<file path="config.mk">
export PLATFORM = sky130hd
export DESIGN_NAME = adsr_envelope_vca
export DESIGN_NICKNAME = d
export VERILOG_FILES = /design/src/hw/rtl/adsr_pkg.sv /design/src/hw/rtl/adsr_envelope_vca.sv /design/src/hw/rtl/adsr_front.sv /design/src/hw/rtl/adsr_env.sv /design/src/hw/rtl/adsr_vca.sv
export SDC_FILE = /design/constraint.sdc
export NUM_CORES = 1
export LEC_CHECK = 0
export BUFFER_PORTS_ARGS = -buffer_cell sky130_fd_sc_hd__buf_2
export CAP_MARGIN = 40
export CORE_MARGIN = 2
export CORE_UTILIZATION = 58
export CTS_CLUSTER_DIAMETER = 100
export DETAILED_ROUTE_END_ITERATION = 16
export GPL_ROUTABILITY_DRIVEN = 0
export HOLD_SLACK_MARGIN = 0.12
export PLACE_DENSITY = 0.78
export SYNTH_ARGS = -nofsm -noshare
export SYNTH_HDL_FRONTEND = slang
export SYNTH_SLANG_ARGS = --single-unit
</file>
<file path="constraint.sdc">
create_clock -name clk -period 6.8 [get_ports clk]
set_clock_uncertainty 0.2 [all_clocks]
set_input_delay 1.02 -clock clk [delete_from_list [all_inputs] [get_ports clk]]
set_output_delay 1.02 -clock clk [all_outputs]
set_load 0.05 [all_outputs]
</file>
<file path="src/hw/rtl/adsr_pkg.sv">
// Shared types and constants of the ADSR envelope VCA.
// Holds the request and result structs, request and register codes, queue depths.
// No dependencies; every other file imports this package.
package adsr_pkg;

    localparam int SAMPLE_W            = 16;
    localparam int REG_W               = 16;
    localparam int LEVEL_OUT_W         = 16;
    localparam int PHASE_W             = 3;
    localparam int CFG_IDX_W           = 3;
    localparam int LEVEL_FRAC_BITS_DEF = 15;
    localparam int CMD_DEPTH           = 2;
    localparam int OUT_DEPTH           = 4;

    // Request type codes on the input channel.
    localparam logic [1:0] REQ_SAMPLE   = 2'd0;
    localparam logic [1:0] REQ_NOTE_ON  = 2'd1;
    localparam logic [1:0] REQ_NOTE_OFF = 2'd2;

    // Configuration register indexes.
    localparam logic [CFG_IDX_W-1:0] CFG_ATTACK_STEP  = 3'd0;
    localparam logic [CFG_IDX_W-1:0] CFG_DECAY_STEP   = 3'd1;
    localparam logic [CFG_IDX_W-1:0] CFG_RELEASE_STEP = 3'd2;
    localparam logic [CFG_IDX_W-1:0] CFG_PEAK_LEVEL   = 3'd3;
    localparam logic [CFG_IDX_W-1:0] CFG_HOLD_LEVEL   = 3'd4;

    typedef struct packed {
        logic [1:0]                 req_type;
        logic signed [SAMPLE_W-1:0] sample_in;
    } req_item_t;

    typedef struct packed {
        logic signed [SAMPLE_W-1:0] sample_out;
        logic [LEVEL_OUT_W-1:0]     envelope_level;
        logic [PHASE_W-1:0]         phase;
    } res_item_t;

    typedef enum logic [1:0] {
        CMD_SAMPLE   = 2'd0,
        CMD_NOTE_ON  = 2'd1,
        CMD_NOTE_OFF = 2'd2
    } cmd_kind_t;

    typedef struct packed {
        cmd_kind_t                  kind;
        logic signed [SAMPLE_W-1:0] sample;
    } cmd_t;

endpackage

</file>
<file path="src/hw/rtl/adsr_envelope_vca.sv">
// ADSR envelope VCA. Requests (audio sample, note on, note off) are pushed into a two-entry
// command queue; the envelope stage pops one command per cycle while the result buffer grants
// credit, so the block then sustains one request per clock. A sample's result passes the
// envelope update, multiply, floor and saturate into a four-entry buffer on the result port;
// note events and unknown request types give no result. The queue fills, and full rises, only
// when the result buffer backs up. Configuration writes are always ready and take effect
// for requests that reach the envelope stage afterwards; write them while the block is idle.
// Depends on adsr_pkg, adsr_front, adsr_env and adsr_vca.
module adsr_envelope_vca
    import adsr_pkg::*;
#(
    parameter int LEVEL_FRAC_BITS = LEVEL_FRAC_BITS_DEF
)
(
    input  logic                 clk,
    input  logic                 rst_n,
    input  logic                 push,
    output logic                 full,
    input  req_item_t            request,
    output logic                 empty,
    input  logic                 pop,
    output res_item_t            result,
    input  logic                 cfg_valid,
    output logic                 cfg_ready,
    input  logic [CFG_IDX_W-1:0] cfg_index,
    input  logic [REG_W-1:0]     cfg_data
);

    localparam int LW = LEVEL_FRAC_BITS + 1;
    localparam int TW = (LW > REG_W) ? LW : REG_W;

    logic                       cmd_valid, cmd_pop, credit_ok;
    cmd_t                       cmd_head;
    logic                       s1_valid;
    logic signed [SAMPLE_W-1:0] s1_sample;
    logic [TW-1:0]              s1_level;
    logic [PHASE_W-1:0]         s1_phase;

    assign cfg_ready = 1'b1;

    adsr_front u_front (
        .clk       (clk),
        .rst_n     (rst_n),
        .push      (push),
        .full      (full),
        .request   (request),
        .cmd_valid (cmd_valid),
        .cmd_head  (cmd_head),
        .cmd_pop   (cmd_pop)
    );

    adsr_env #(
        .LEVEL_FRAC_BITS (LEVEL_FRAC_BITS)
    ) u_env (
        .clk       (clk),
        .rst_n     (rst_n),
        .cfg_valid (cfg_valid && cfg_ready),
        .cfg_index (cfg_index),
        .cfg_data  (cfg_data),
        .cmd_valid (cmd_valid),
        .cmd_head  (cmd_head),
        .cmd_pop   (cmd_pop),
        .credit_ok (credit_ok),
        .s1_valid  (s1_valid),
        .s1_sample (s1_sample),
        .s1_level  (s1_level),
        .s1_phase  (s1_phase)
    );

    adsr_vca #(
        .LEVEL_FRAC_BITS (LEVEL_FRAC_BITS)
    ) u_vca (
        .clk       (clk),
        .rst_n     (rst_n),
        .s1_valid  (s1_valid),
        .s1_sample (s1_sample),
        .s1_level  (s1_level),
        .s1_phase  (s1_phase),
        .credit_ok (credit_ok),
        .empty     (empty),
        .pop       (pop),
        .result    (result)
    );

endmodule

</file>
<file path="src/hw/rtl/adsr_front.sv">
// Front end of the ADSR envelope VCA: classifies requests and queues commands.
// Depends on adsr_pkg; feeds adsr_env through a short command queue.
module adsr_front
    import adsr_pkg::*;
(
    input  logic      clk,
    input  logic      rst_n,
    input  logic      push,
    output logic      full,
    input  req_item_t request,
    output logic      cmd_valid,
    output cmd_t      cmd_head,
    input  logic      cmd_pop
);

    localparam int PTR_W = (CMD_DEPTH > 1) ? $clog2(CMD_DEPTH) : 1;
    localparam int CNT_W = $clog2(CMD_DEPTH + 1);

    cmd_t             mem [CMD_DEPTH];
    logic [PTR_W-1:0] wr_ptr_reg, rd_ptr_reg;
    logic [CNT_W-1:0] count_reg;
    cmd_t             cmd_in;
    logic             keep;
    logic             wr, rd;

    // Unknown request types are taken and dropped without touching any state.
    always_comb
    begin
        cmd_in.kind   = CMD_SAMPLE;
        cmd_in.sample = request.sample_in;
        keep          = 1'b0;
        unique case (request.req_type)
            REQ_SAMPLE:
            begin
                cmd_in.kind = CMD_SAMPLE;
                keep        = 1'b1;
            end
            REQ_NOTE_ON:
            begin
                cmd_in.kind = CMD_NOTE_ON;
                keep        = 1'b1;
            end
            REQ_NOTE_OFF:
            begin
                cmd_in.kind = CMD_NOTE_OFF;
                keep        = 1'b1;
            end
            default:
            begin
                keep = 1'b0;
            end
        endcase
    end

    assign full      = (count_reg == CNT_W'(CMD_DEPTH));
    assign cmd_valid = (count_reg != '0);
    assign cmd_head  = mem[rd_ptr_reg];
    assign wr        = push && !full && keep;
    assign rd        = cmd_pop && cmd_valid;

    always_ff @(posedge clk)
    begin
        if (wr)
        begin
            mem[wr_ptr_reg] <= cmd_in;
        end
    end

    always_ff @(posedge clk or negedge rst_n)
    begin
        if (!rst_n)
        begin
            wr_ptr_reg <= '0;
            rd_ptr_reg <= '0;
            count_reg  <= '0;
        end
        else
        begin
            if (wr)
            begin
                wr_ptr_reg <= (wr_ptr_reg == PTR_W'(CMD_DEPTH - 1)) ? '0 : wr_ptr_reg + 1'b1;
            end
            if (rd)
            begin
                rd_ptr_reg <= (rd_ptr_reg == PTR_W'(CMD_DEPTH - 1)) ? '0 : rd_ptr_reg + 1'b1;
            end
            if (wr && !rd)
            begin
                count_reg <= count_reg + 1'b1;
            end
            else if (rd && !wr)
            begin
                count_reg <= count_reg - 1'b1;
            end
        end
    end

    a_cmd_count_bound: assert property (@(posedge clk) disable iff (!rst_n)
        count_reg <= CNT_W'(CMD_DEPTH))
        else $error("command queue count beyond its depth");

    a_cmd_drain: assert property (@(posedge clk) disable iff (!rst_n)
        (rd && !wr) |=> (count_reg == $past(count_reg) - 1'b1))
        else $error("command queue count did not drop on a lone pop");

endmodule

</file>
<file path="src/hw/rtl/adsr_env.sv">
// Back end of the ADSR envelope VCA: configuration registers, phase machine and slew limiter.
// Depends on adsr_pkg; pops commands from adsr_front and hands samples to adsr_vca.
module adsr_env
    import adsr_pkg::*;
#(
    parameter int LEVEL_FRAC_BITS = LEVEL_FRAC_BITS_DEF,
    localparam int LW = LEVEL_FRAC_BITS + 1,
    localparam int TW = (LW > REG_W) ? LW : REG_W
)
(
    input  logic                       clk,
    input  logic                       rst_n,
    input  logic                       cfg_valid,
    input  logic [CFG_IDX_W-1:0]       cfg_index,
    input  logic [REG_W-1:0]           cfg_data,
    input  logic                       cmd_valid,
    input  cmd_t                       cmd_head,
    output logic                       cmd_pop,
    input  logic                       credit_ok,
    output logic                       s1_valid,
    output logic signed [SAMPLE_W-1:0] s1_sample,
    output logic [TW-1:0]              s1_level,
    output logic [PHASE_W-1:0]         s1_phase
);

    localparam int CW        = TW + 2;
    localparam int LEVEL_MAX = (1 << LW) - 1;
    localparam int SLEW_STEP = ((1 << LEVEL_FRAC_BITS) + 50) / 100;
    localparam logic signed [CW-1:0] LMAX_C = CW'(LEVEL_MAX);
    localparam logic signed [CW-1:0] SLEW_C = CW'(SLEW_STEP);

    localparam logic [PHASE_W-1:0] PHASE_IDLE    = 3'd0;
    localparam logic [PHASE_W-1:0] PHASE_ATTACK  = 3'd1;
    localparam logic [PHASE_W-1:0] PHASE_DECAY   = 3'd2;
    localparam logic [PHASE_W-1:0] PHASE_SUSTAIN = 3'd3;
    localparam logic [PHASE_W-1:0] PHASE_RELEASE = 3'd4;

    typedef enum logic [4:0] {
        ST_IDLE    = 5'b00001,
        ST_ATTACK  = 5'b00010,
        ST_DECAY   = 5'b00100,
        ST_SUSTAIN = 5'b01000,
        ST_RELEASE = 5'b10000
    } env_state_t;

    function automatic logic [PHASE_W-1:0] phase_code(input env_state_t st);
        logic [PHASE_W-1:0] code;
        begin
            code = PHASE_IDLE;
            unique case (st)
                ST_IDLE:    code = PHASE_IDLE;
                ST_ATTACK:  code = PHASE_ATTACK;
                ST_DECAY:   code = PHASE_DECAY;
                ST_SUSTAIN: code = PHASE_SUSTAIN;
                ST_RELEASE: code = PHASE_RELEASE;
                default:    code = PHASE_IDLE;
            endcase
            return code;
        end
    endfunction

    logic [REG_W-1:0] attack_reg, decay_reg, release_reg, peak_reg, hold_reg;
    env_state_t       state_reg, state_next, state_upd;
    logic [TW-1:0]    tgt_reg, cur_reg, tgt_upd, cur_upd;
    logic             s1_valid_reg, s1_upd;
    logic signed [SAMPLE_W-1:0] s1_sample_reg;
    logic [TW-1:0]              s1_level_reg;
    logic [PHASE_W-1:0]         s1_phase_reg;

    logic signed [CW-1:0] tgt_x, cur_x, atk_x, dec_x, rel_x, peak_x, hold_x;
    logic signed [CW-1:0] t_adv, diff, cur_slew;

    assign tgt_x  = CW'(tgt_reg);
    assign cur_x  = CW'(cur_reg);
    assign atk_x  = CW'(attack_reg);
    assign dec_x  = CW'(decay_reg);
    assign rel_x  = CW'(release_reg);
    assign peak_x = CW'(peak_reg);
    assign hold_x = CW'(hold_reg);

    assign cmd_pop = cmd_valid && credit_ok;

    always_ff @(posedge clk or negedge rst_n)
    begin
        if (!rst_n)
        begin
            attack_reg  <= REG_W'(1);
            decay_reg   <= REG_W'(1);
            release_reg <= REG_W'(1);
            peak_reg    <= REG_W'(32768);
            hold_reg    <= REG_W'(32768);
        end
        else if (cfg_valid)
        begin
            unique case (cfg_index)
                CFG_ATTACK_STEP:  attack_reg  <= cfg_data;
                CFG_DECAY_STEP:   decay_reg   <= cfg_data;
                CFG_RELEASE_STEP: release_reg <= cfg_data;
                CFG_PEAK_LEVEL:   peak_reg    <= cfg_data;
                CFG_HOLD_LEVEL:   hold_reg    <= cfg_data;
                default:
                begin
                end
            endcase
        end
    end

    // Target update for one sample; the new phase comes out with it.
    always_comb
    begin
        t_adv      = tgt_x;
        state_next = state_reg;
        unique case (state_reg)
            ST_ATTACK:
            begin
                t_adv = tgt_x + atk_x;
                if (t_adv > LMAX_C)
                begin
                    t_adv = LMAX_C;
                end
                if (t_adv >= peak_x)
                begin
                    state_next = ST_DECAY;
                end
            end
            ST_DECAY:
            begin
                t_adv = tgt_x - dec_x;
                if (t_adv < 0)
                begin
                    t_adv = '0;
                end
                if (t_adv <= hold_x)
                begin
                    state_next = ST_SUSTAIN;
                end
            end
            ST_SUSTAIN:
            begin
                t_adv = hold_x;
            end
            ST_RELEASE:
            begin
                t_adv = tgt_x - rel_x;
                if (t_adv <= 0)
                begin
                    t_adv      = '0;
                    state_next = ST_IDLE;
                end
            end
            default:
            begin
                t_adv = tgt_x;
            end
        endcase
    end

    // The level follows the new target by at most one slew step per sample.
    always_comb
    begin
        diff = cur_x - t_adv;
        if (diff > SLEW_C)
        begin
            cur_slew = cur_x - SLEW_C;
        end
        else if (diff < -SLEW_C)
        begin
            cur_slew = cur_x + SLEW_C;
        end
        else
        begin
            cur_slew = t_adv;
        end
    end

    always_comb
    begin
        state_upd = state_reg;
        if (cmd_pop)
        begin
            case (cmd_head.kind)
                CMD_SAMPLE:  state_upd = state_next;
                CMD_NOTE_ON: state_upd = ST_ATTACK;
                CMD_NOTE_OFF: state_upd = ST_RELEASE;
                default:     state_upd = state_reg;
            endcase
        end
    end

    always_comb
    begin
        tgt_upd = tgt_reg;
        cur_upd = cur_reg;
        s1_upd  = 1'b0;
        if (cmd_pop)
        begin
            case (cmd_head.kind)
                CMD_SAMPLE:
                begin
                    tgt_upd = t_adv[TW-1:0];
                    cur_upd = cur_slew[TW-1:0];
                    s1_upd  = 1'b1;
                end
                CMD_NOTE_OFF:
                begin
                    if (tgt_x > hold_x)
                    begin
                        tgt_upd = TW'(hold_reg);
                    end
                end
                default:
                begin
                end
            endcase
        end
    end

    always_ff @(posedge clk or negedge rst_n)
    begin
        if (!rst_n)
        begin
            state_reg    <= ST_IDLE;
            tgt_reg      <= '0;
            cur_reg      <= '0;
            s1_valid_reg <= 1'b0;
        end
        else
        begin
            state_reg    <= state_upd;
            tgt_reg      <= tgt_upd;
            cur_reg      <= cur_upd;
            s1_valid_reg <= s1_upd;
        end
    end

    always_ff @(posedge clk)
    begin
        if (s1_upd)
        begin
            s1_sample_reg <= cmd_head.sample;
            s1_level_reg  <= cur_upd;
            s1_phase_reg  <= phase_code(state_upd);
        end
    end

    assign s1_valid  = s1_valid_reg;
    assign s1_sample = s1_sample_reg;
    assign s1_level  = s1_level_reg;
    assign s1_phase  = s1_phase_reg;

    a_note_no_result: assert property (@(posedge clk) disable iff (!rst_n)
        (cmd_pop && cmd_head.kind != CMD_SAMPLE) |=> !s1_valid_reg)
        else $error("note event produced a sample record");

    a_record_from_pop: assert property (@(posedge clk) disable iff (!rst_n)
        s1_valid_reg |-> $past(cmd_pop))
        else $error("sample record without a command pop");

endmodule

</file>
<file path="src/hw/rtl/adsr_vca.sv">
// Output side of the ADSR envelope VCA: sample times level, floor and saturate, result buffer.
// Depends on adsr_pkg; takes sample records from adsr_env and grants it credit.
module adsr_vca
    import adsr_pkg::*;
#(
    parameter int LEVEL_FRAC_BITS = LEVEL_FRAC_BITS_DEF,
    localparam int LW = LEVEL_FRAC_BITS + 1,
    localparam int TW = (LW > REG_W) ? LW : REG_W
)
(
    input  logic                       clk,
    input  logic                       rst_n,
    input  logic                       s1_valid,
    input  logic signed [SAMPLE_W-1:0] s1_sample,
    input  logic [TW-1:0]              s1_level,
    input  logic [PHASE_W-1:0]         s1_phase,
    output logic                       credit_ok,
    output logic                       empty,
    input  logic                       pop,
    output res_item_t                  result
);

    localparam int PW    = SAMPLE_W + TW + 1;
    localparam int PTR_W = (OUT_DEPTH > 1) ? $clog2(OUT_DEPTH) : 1;
    localparam int CNT_W = $clog2(OUT_DEPTH + 3);
    localparam logic signed [PW-1:0] Q_MAX = PW'((1 << (SAMPLE_W - 1)) - 1);
    localparam logic signed [PW-1:0] Q_MIN = -Q_MAX - 1;

    logic signed [SAMPLE_W-1:0] smp_x;
    logic signed [TW:0]         lvl_x;
    logic signed [PW-1:0]       prod;
    logic signed [PW-1:0]       prod_reg;
    logic [LEVEL_OUT_W-1:0]     lvl2_reg;
    logic [PHASE_W-1:0]         ph2_reg;
    logic                       v2_reg;
    logic signed [PW-1:0]       q;
    res_item_t                  res_in;

    res_item_t        mem [OUT_DEPTH];
    logic [PTR_W-1:0] wr_ptr_reg, rd_ptr_reg;
    logic [CNT_W-1:0] count_reg;
    logic             wr, rd;

    assign smp_x = s1_sample;
    assign lvl_x = {1'b0, s1_level};
    assign prod  = smp_x * lvl_x;

    always_ff @(posedge clk)
    begin
        if (s1_valid)
        begin
            prod_reg <= prod;
            lvl2_reg <= s1_level[LEVEL_OUT_W-1:0];
            ph2_reg  <= s1_phase;
        end
    end

    // An arithmetic shift rounds toward minus infinity for both signs.
    always_comb
    begin
        q = prod_reg >>> LEVEL_FRAC_BITS;
        if (q > Q_MAX)
        begin
            q = Q_MAX;
        end
        else if (q < Q_MIN)
        begin
            q = Q_MIN;
        end
        res_in.sample_out     = q[SAMPLE_W-1:0];
        res_in.envelope_level = lvl2_reg;
        res_in.phase          = ph2_reg;
    end

    // Every record in flight already owns a buffer slot, so the pipeline never stalls.
    assign credit_ok = (count_reg + CNT_W'(s1_valid) + CNT_W'(v2_reg)) < CNT_W'(OUT_DEPTH);
    assign wr        = v2_reg;
    assign empty     = (count_reg == '0);
    assign rd        = pop && !empty;
    assign result    = mem[rd_ptr_reg];

    always_ff @(posedge clk)
    begin
        if (wr)
        begin
            mem[wr_ptr_reg] <= res_in;
        end
    end

    always_ff @(posedge clk or negedge rst_n)
    begin
        if (!rst_n)
        begin
            v2_reg     <= 1'b0;
            wr_ptr_reg <= '0;
            rd_ptr_reg <= '0;
            count_reg  <= '0;
        end
        else
        begin
            v2_reg <= s1_valid;
            if (wr)
            begin
                wr_ptr_reg <= (wr_ptr_reg == PTR_W'(OUT_DEPTH - 1)) ? '0 : wr_ptr_reg + 1'b1;
            end
            if (rd)
            begin
                rd_ptr_reg <= (rd_ptr_reg == PTR_W'(OUT_DEPTH - 1)) ? '0 : rd_ptr_reg + 1'b1;
            end
            if (wr && !rd)
            begin
                count_reg <= count_reg + 1'b1;
            end
            else if (rd && !wr)
            begin
                count_reg <= count_reg - 1'b1;
            end
        end
    end

    a_no_overflow: assert property (@(posedge clk) disable iff (!rst_n)
        wr |-> (count_reg != CNT_W'(OUT_DEPTH)))
        else $error("result buffer written while full");

    a_credit_bound: assert property (@(posedge clk) disable iff (!rst_n)
        (count_reg + CNT_W'(s1_valid) + CNT_W'(v2_reg)) <= CNT_W'(OUT_DEPTH))
        else $error("more results in flight than buffer slots");

endmodule

</file>
; Word-level counts from Yosys, hierarchy flattened
; Memories as Yosys holds them, arrays and structs flattened.
; Index checks and enable logic that the tools add are counted.
[totals]
regBits = 217
ram_bits = 176
out_inout_bits = 38
elab_cells = 139
n_memories = 2
[op_classes]
n_addsub = 16
multipliers = 1
magnitude_cmp = 11
eq_ne = 20
muxes = 37
reduce_logical = 30
[memory_table]
columns = name, words, word_bits, rd, rd_ports_with_merged_regs, wr, line
row1 = u_vca.mem, 4, 35, 1, 0, 1, adsr_vca.sv:39  ; res_item_t mem [OUT_DEPTH];
row2 = u_front.mem, 2, 18, 1, 0, 1, adsr_front.sv:19  ; cmd_t mem [CMD_DEPTH];
[ops]
columns = operator, n
row1 = $mux W16, 7
row2 = $mux W18, 5
row3 = $pmux W18 S4, 1
row4 = $sub A16 B16 Y17, 2
row5 = $mul A16 B17 Y33, 1
row6 = $pmux W16 S2, 1
row7 = $pmux W5 S3, 2
row8 = $mux W5, 4
row9 = $ge A18 B17 Y1, 1
row10 = $gt A18 B10 Y1 const B, 1
row11 = $gt A18 B16 Y1 const B, 1
row12 = $gt A18 B17 Y1 const B, 1
row13 = $le A18 B17 Y1, 1
row14 = $lt A18 B10 Y1 const B, 1
row15 = $lt A18 B16 Y1 const B, 1
row16 = $sub A17 B18 Y18, 1
row17 = $add A16 B16 Y17, 1
row18 = $le A17 B1 Y1 const B, 1
row19 = $lt A17 B1 Y1 const B, 1
row20 = $add A16 B9 Y16 const B, 1
row21 = $gt A16 B16 Y1, 1
row22 = $sub A16 B9 Y16 const B, 1
row23 = $pmux W3 S4, 1
row24 = $eq A2 B2 Y1 const B, 5
row25 = 28 further kinds, 72

; Logic depth before layout (Yosys ltp)
[depth]
word_depth = 11
mapped_depth = 29
depth_no_buf = 26

; Hierarchy
; A second synthesis with hierarchy kept.
[hier_totals]
cells_unflattened = 2657
area_unflattened_um2 = 28449.8
[modules_own_cells]
columns = mod, n_inst, cells_each, area_each_um2
row1 = adsr_vca, 1, 1295, 15325.9
row2 = adsr_env, 1, 1282, 11531.1
row3 = adsr_front, 1, 78, 1581.5
row4 = adsr_envelope_vca, 1, 2, 11.3

; Worst setup path before layout
; No wires, ideal clock.
[synth_path]
path_type = flip-flop to flip-flop
start = register u_env.s1_level_reg[3] (netlist: u_env.s1_level[3])
end = register u_vca.prod_reg[31], data pin
arrival_ns = 6.158
required_time_ns = 6.336
setup_slack_ns = 0.178
stages_incl_launch_ff = 24
path_buffers = 1
cell_sequence = edfxtp_1 -> clkbuf_1 -> nand2_1 -> fa_1 -> inv_1 -> fa_1 -> fa_1 -> inv_1 -> fa_1 -> fa_1 -> inv_1 -> fa_1 -> ha_1 -> a21o_1 -> a21o_1 -> a21o_1 -> a21oi_1 -> a2bb2oi_1 -> o31ai_1 -> or4_1 -> nand2_1 -> nand4b_1 -> a31oi_1 -> xor2_1
[synth_between]
elab_chain_len = 1
[synth_lines]
columns = element, line
row1 = from (decl), adsr_env.sv:67  ; logic [TW-1:0] s1_level_reg;
row2 = from (signal assigned), adsr_env.sv:241  ; s1_level_reg <= cur_upd;
row3 = $mul A16 B17 Y33, adsr_vca.sv:46  ; assign prod = smp_x * lvl_x;
row4 = named net u_vca.prod[31], adsr_vca.sv:31  ; logic signed [PW-1:0] prod;
row5 = to (signal assigned), adsr_vca.sv:52  ; prod_reg <= prod;
row6 = to (decl), adsr_vca.sv:32  ; logic signed [PW-1:0] prod_reg;
; The timed path passes the listed nets, and every way through them passes these cells.
; A chain may end at the register's enable or synchronous reset.

; Worst setup path in the final report
[layout_path]
start = register u_env.s1_level_reg[9] (netlist: u_env.s1_level[9])
end = register u_vca.prod_reg[31], data pin
; The elaborated chain is that of the path after synthesis.

==> run_results.csv <==
group,metric,value,unit
setup_path,crit_path_max_incr_delay,0.57,ns
drt,drt-initial-drc-count,2116,
layout,fin_nets,3352,
clock_network,clock_sinks,378,
layout,largest_register_ffs,140,
clock_network,tritoncts,"built",
setup_path,required,6.95,ns
timing,fin_tns_setup,0,ns
drt,via_count,21200,
clock_network,clockRootBuffer,"clkbuf_16",
drt,postRouteWirelength,71400,um
layout,syn2layout_area_growth,14.3,%
flow_run,maxCapViolations,0,
grt,use_met2,50.8,%
yosys,ys_warn_count,0,
yosys,netlist_area,28100,um2
setup_path,crit_fanout,9,
layout,seq_area,10700,um2
outcome,outcome,"finished, final reports clean",
grt,grt_remaining_overflow,0,
layout,drive_above_1_share,17.0,%
place,portBuffers,78,
grt,met1_usage,34.0,%
timing,maxSlewViolCount,0,
timing,worst_pin_slew,0.896,ns
timing,post-route-period-util,98.3,%
grt,gr-usage-met3,4.32,%
yosys,ys_types,80,
layout,multi_input_area,16000,um2
grt,antenna_found_initial,2,
yosys,syn-num-nets,3134,
grt,grt_pass1_vias,22100,
drt,drcViolationCount,0,
worst_hold_path,hold_class,"reg -> reg",
clock_network,clk_pin_slew,0.06,ns
setup_path,end_kind,"flip-flop",
yosys,synth_seq_cells,378,
die,dieWidth,224,um
yosys,async_flop_share,34.4,%
die,fp.dieH,224,um
yosys,synth_edf_count,248,
clock_network,cts_made_buffers,41,
grt,grt_usage,28.6,%
timing,fmax,150,MHz
clock_network,htreeDepth,2,
setup_path,cp_common_cell,"fa_1",
die,die_area,50200,um2
drt,wire_per_inst,20.3,um
yosys,syn-mean-instance-area,10.6,um2
place,hpwl,53300,um
timing,final-hold-violation-count,0,
timing,slew_headroom,40.3,%
die,io_pins,80,
drt,firstDrtPassIters,6,
die,initial_utilization,58.8,%
grt,grt_max_degree,61,
clock_network,clk_path_buf_depth,3,
setup_path,worstPathArrival,6.83,ns
layout,fillers,3392,
setup_path,start_kind,"flip-flop",
layout,final_common_cell,"inv_1",
timing,setup_violations,0,
drt,viasPerCell,6.01,
grt,grt.busiest_layer,"met2",
die,core-area,47700,um2
die,fp-row-count,80,
yosys,ys_seq_area_share,38.1,%
yosys,synth_ff_type,"edfxtp_1",
place,place_area,30200,um2
setup_path,slowest_stage,"fa_1",
layout,fin_area,32100,um2
layout,layout_common_cells,"inv_1 (338), nand2_1 (278), edfxtp_1 (248)",
grt,grt_first_pass_wirelength,113000,um
drt,antenna_left,0,
clock_network,insertion_delay,0.60,ns
timing,layout_min_cycle_time,6.69,ns
setup_path,critPathKind,"reg -> reg",
setup_path,crit_path_cell_trace,"buf_4, buf_4, nand2_1, fa_1, fa_1, inv_1, fa_1, fa_1, fa_1, fa_1, ha_4, a21o_1, a21o_1, a21oi_2, a2bb2oi_2, o31ai_4, buf_4, or4_4, nand2_2, nand4b_1, a31oi_1, xor2_1",
yosys,netlist_instances,2653,
## path summary, 6_finish.rpt
| check | startpoint | to | slack (ns) | cells after the start |
|---|---|---|---|---|
| worst max-delay path | u_env.s1_level[9] | u_vca.prod_reg[31] | 0.11 | 22 |
| worst min register to register | u_env.s1_phase[2] | u_vca.ph2_reg[2] | 0.20 | 0 |
| max in group asynchronous | rst_n | u_env.decay_reg[6] | 4.46 | 4 |
| min in group asynchronous | rst_n | u_env.peak_reg[12] | 0.69 | 2 |
| worst max register to register | u_env.s1_level[9] | u_vca.prod_reg[31] | 0.11 | 22 |
| worst min-delay path | u_env.s1_phase[2] | u_vca.ph2_reg[2] | 0.20 | 0 |
## layout make-up
type | count | share of cell area [%]
timing repair buffer | 268 | 6.07
clock buffer | 54 | 3.44
sequential | 378 | 33.4
antenna | 1 | 0.00779
multi-input combinational | 1842 | 49.8
tap | 615 | 2.40
clock inverter | 22 | 0.912
inverter | 340 | 3.97
## per-stage QoR
stage	cells	utilization, %	setup slack [ns]	hold slack (ns)
after floorplan	2653	-	0.178	0.200
after CTS	3490	66.4	0.00277	0.202
after global routing	3520	67.3	-0.0393	0.214
after global placement	3400	62.9	-0.220	0.207
final	3520	67.3	0.113	0.204
after detailed placement	3406	63.2	-0.356	0.211
## routing by layer
metal,up-vias,part of all wire [%]
li1,9499,-
met1,10400,37
met2,1020,51
met3,285,7.2
met4,2,5.2
met5,-,0.018
## Yosys cell counts (28+ instances only)
library cell,count,area share (%)
a21o_1,39,1.0
a21oi_1,119,2.1
and2_1,111,2.5
clkbuf_1,83,1.1
dfrtp_1,124,11
edfxtp_1,248,27
fa_1,198,14
ha_1,241,11
inv_1,340,4.5
mux2_2,57,2.3
mux4_2,35,2.8
nand2_1,283,3.8
nand2b_1,37,0.82
nor2_1,175,2.3
nor3_1,28,0.50
o21a_1,29,0.78
o21ai_0,140,2.5
xnor2_1,43,1.3
xor2_1,30,0.94
## critical path: cells and delay by family (launching register included)
| family | cells | cell delay (ns) |
|---|---|---|
| fa+ha+maj | 7 | 3.33 |
| compound gates | 6 | 0.92 |
| simple gates | 4 | 0.79 |
| buf+inv | 4 | 0.55 |
| flops | 1 | 0.49 |
| xor+xnor | 1 | 0.16 |
## kinds of logic (layout without fill, tap and decap cells)
logic type / count (synthesis) / in the layout / share of synthesized area, %
adders and majority gates: 439 / 439 / 24.8
and+or+nand+nor: 760 / 760 / 12.9
buffers and inverters: 433 / 684 / 5.83
other: 1 / 2 / 0.0133
xor gates and xnor gates: 73 / 73 / 2.28
muxes: 108 / 108 / 5.66
DFF: 378 / 378 / 38.1
AOI/OAI and AO/OA: 461 / 461 / 10.4
## timing repair
action | CTS | global route
pin swaps | 4 | 36
resized for setup | 9 | 50
endpoints found under the setup margin | 5 | 39
buffers inserted | 7 | 29
hold endpoints to repair | 13 | 0
hold buffers | 1 | 0
cloned | 0 | 0
Power is not shown: default switching activity piles up to over one toggle a cycle in this logic, so the estimate is an artifact.
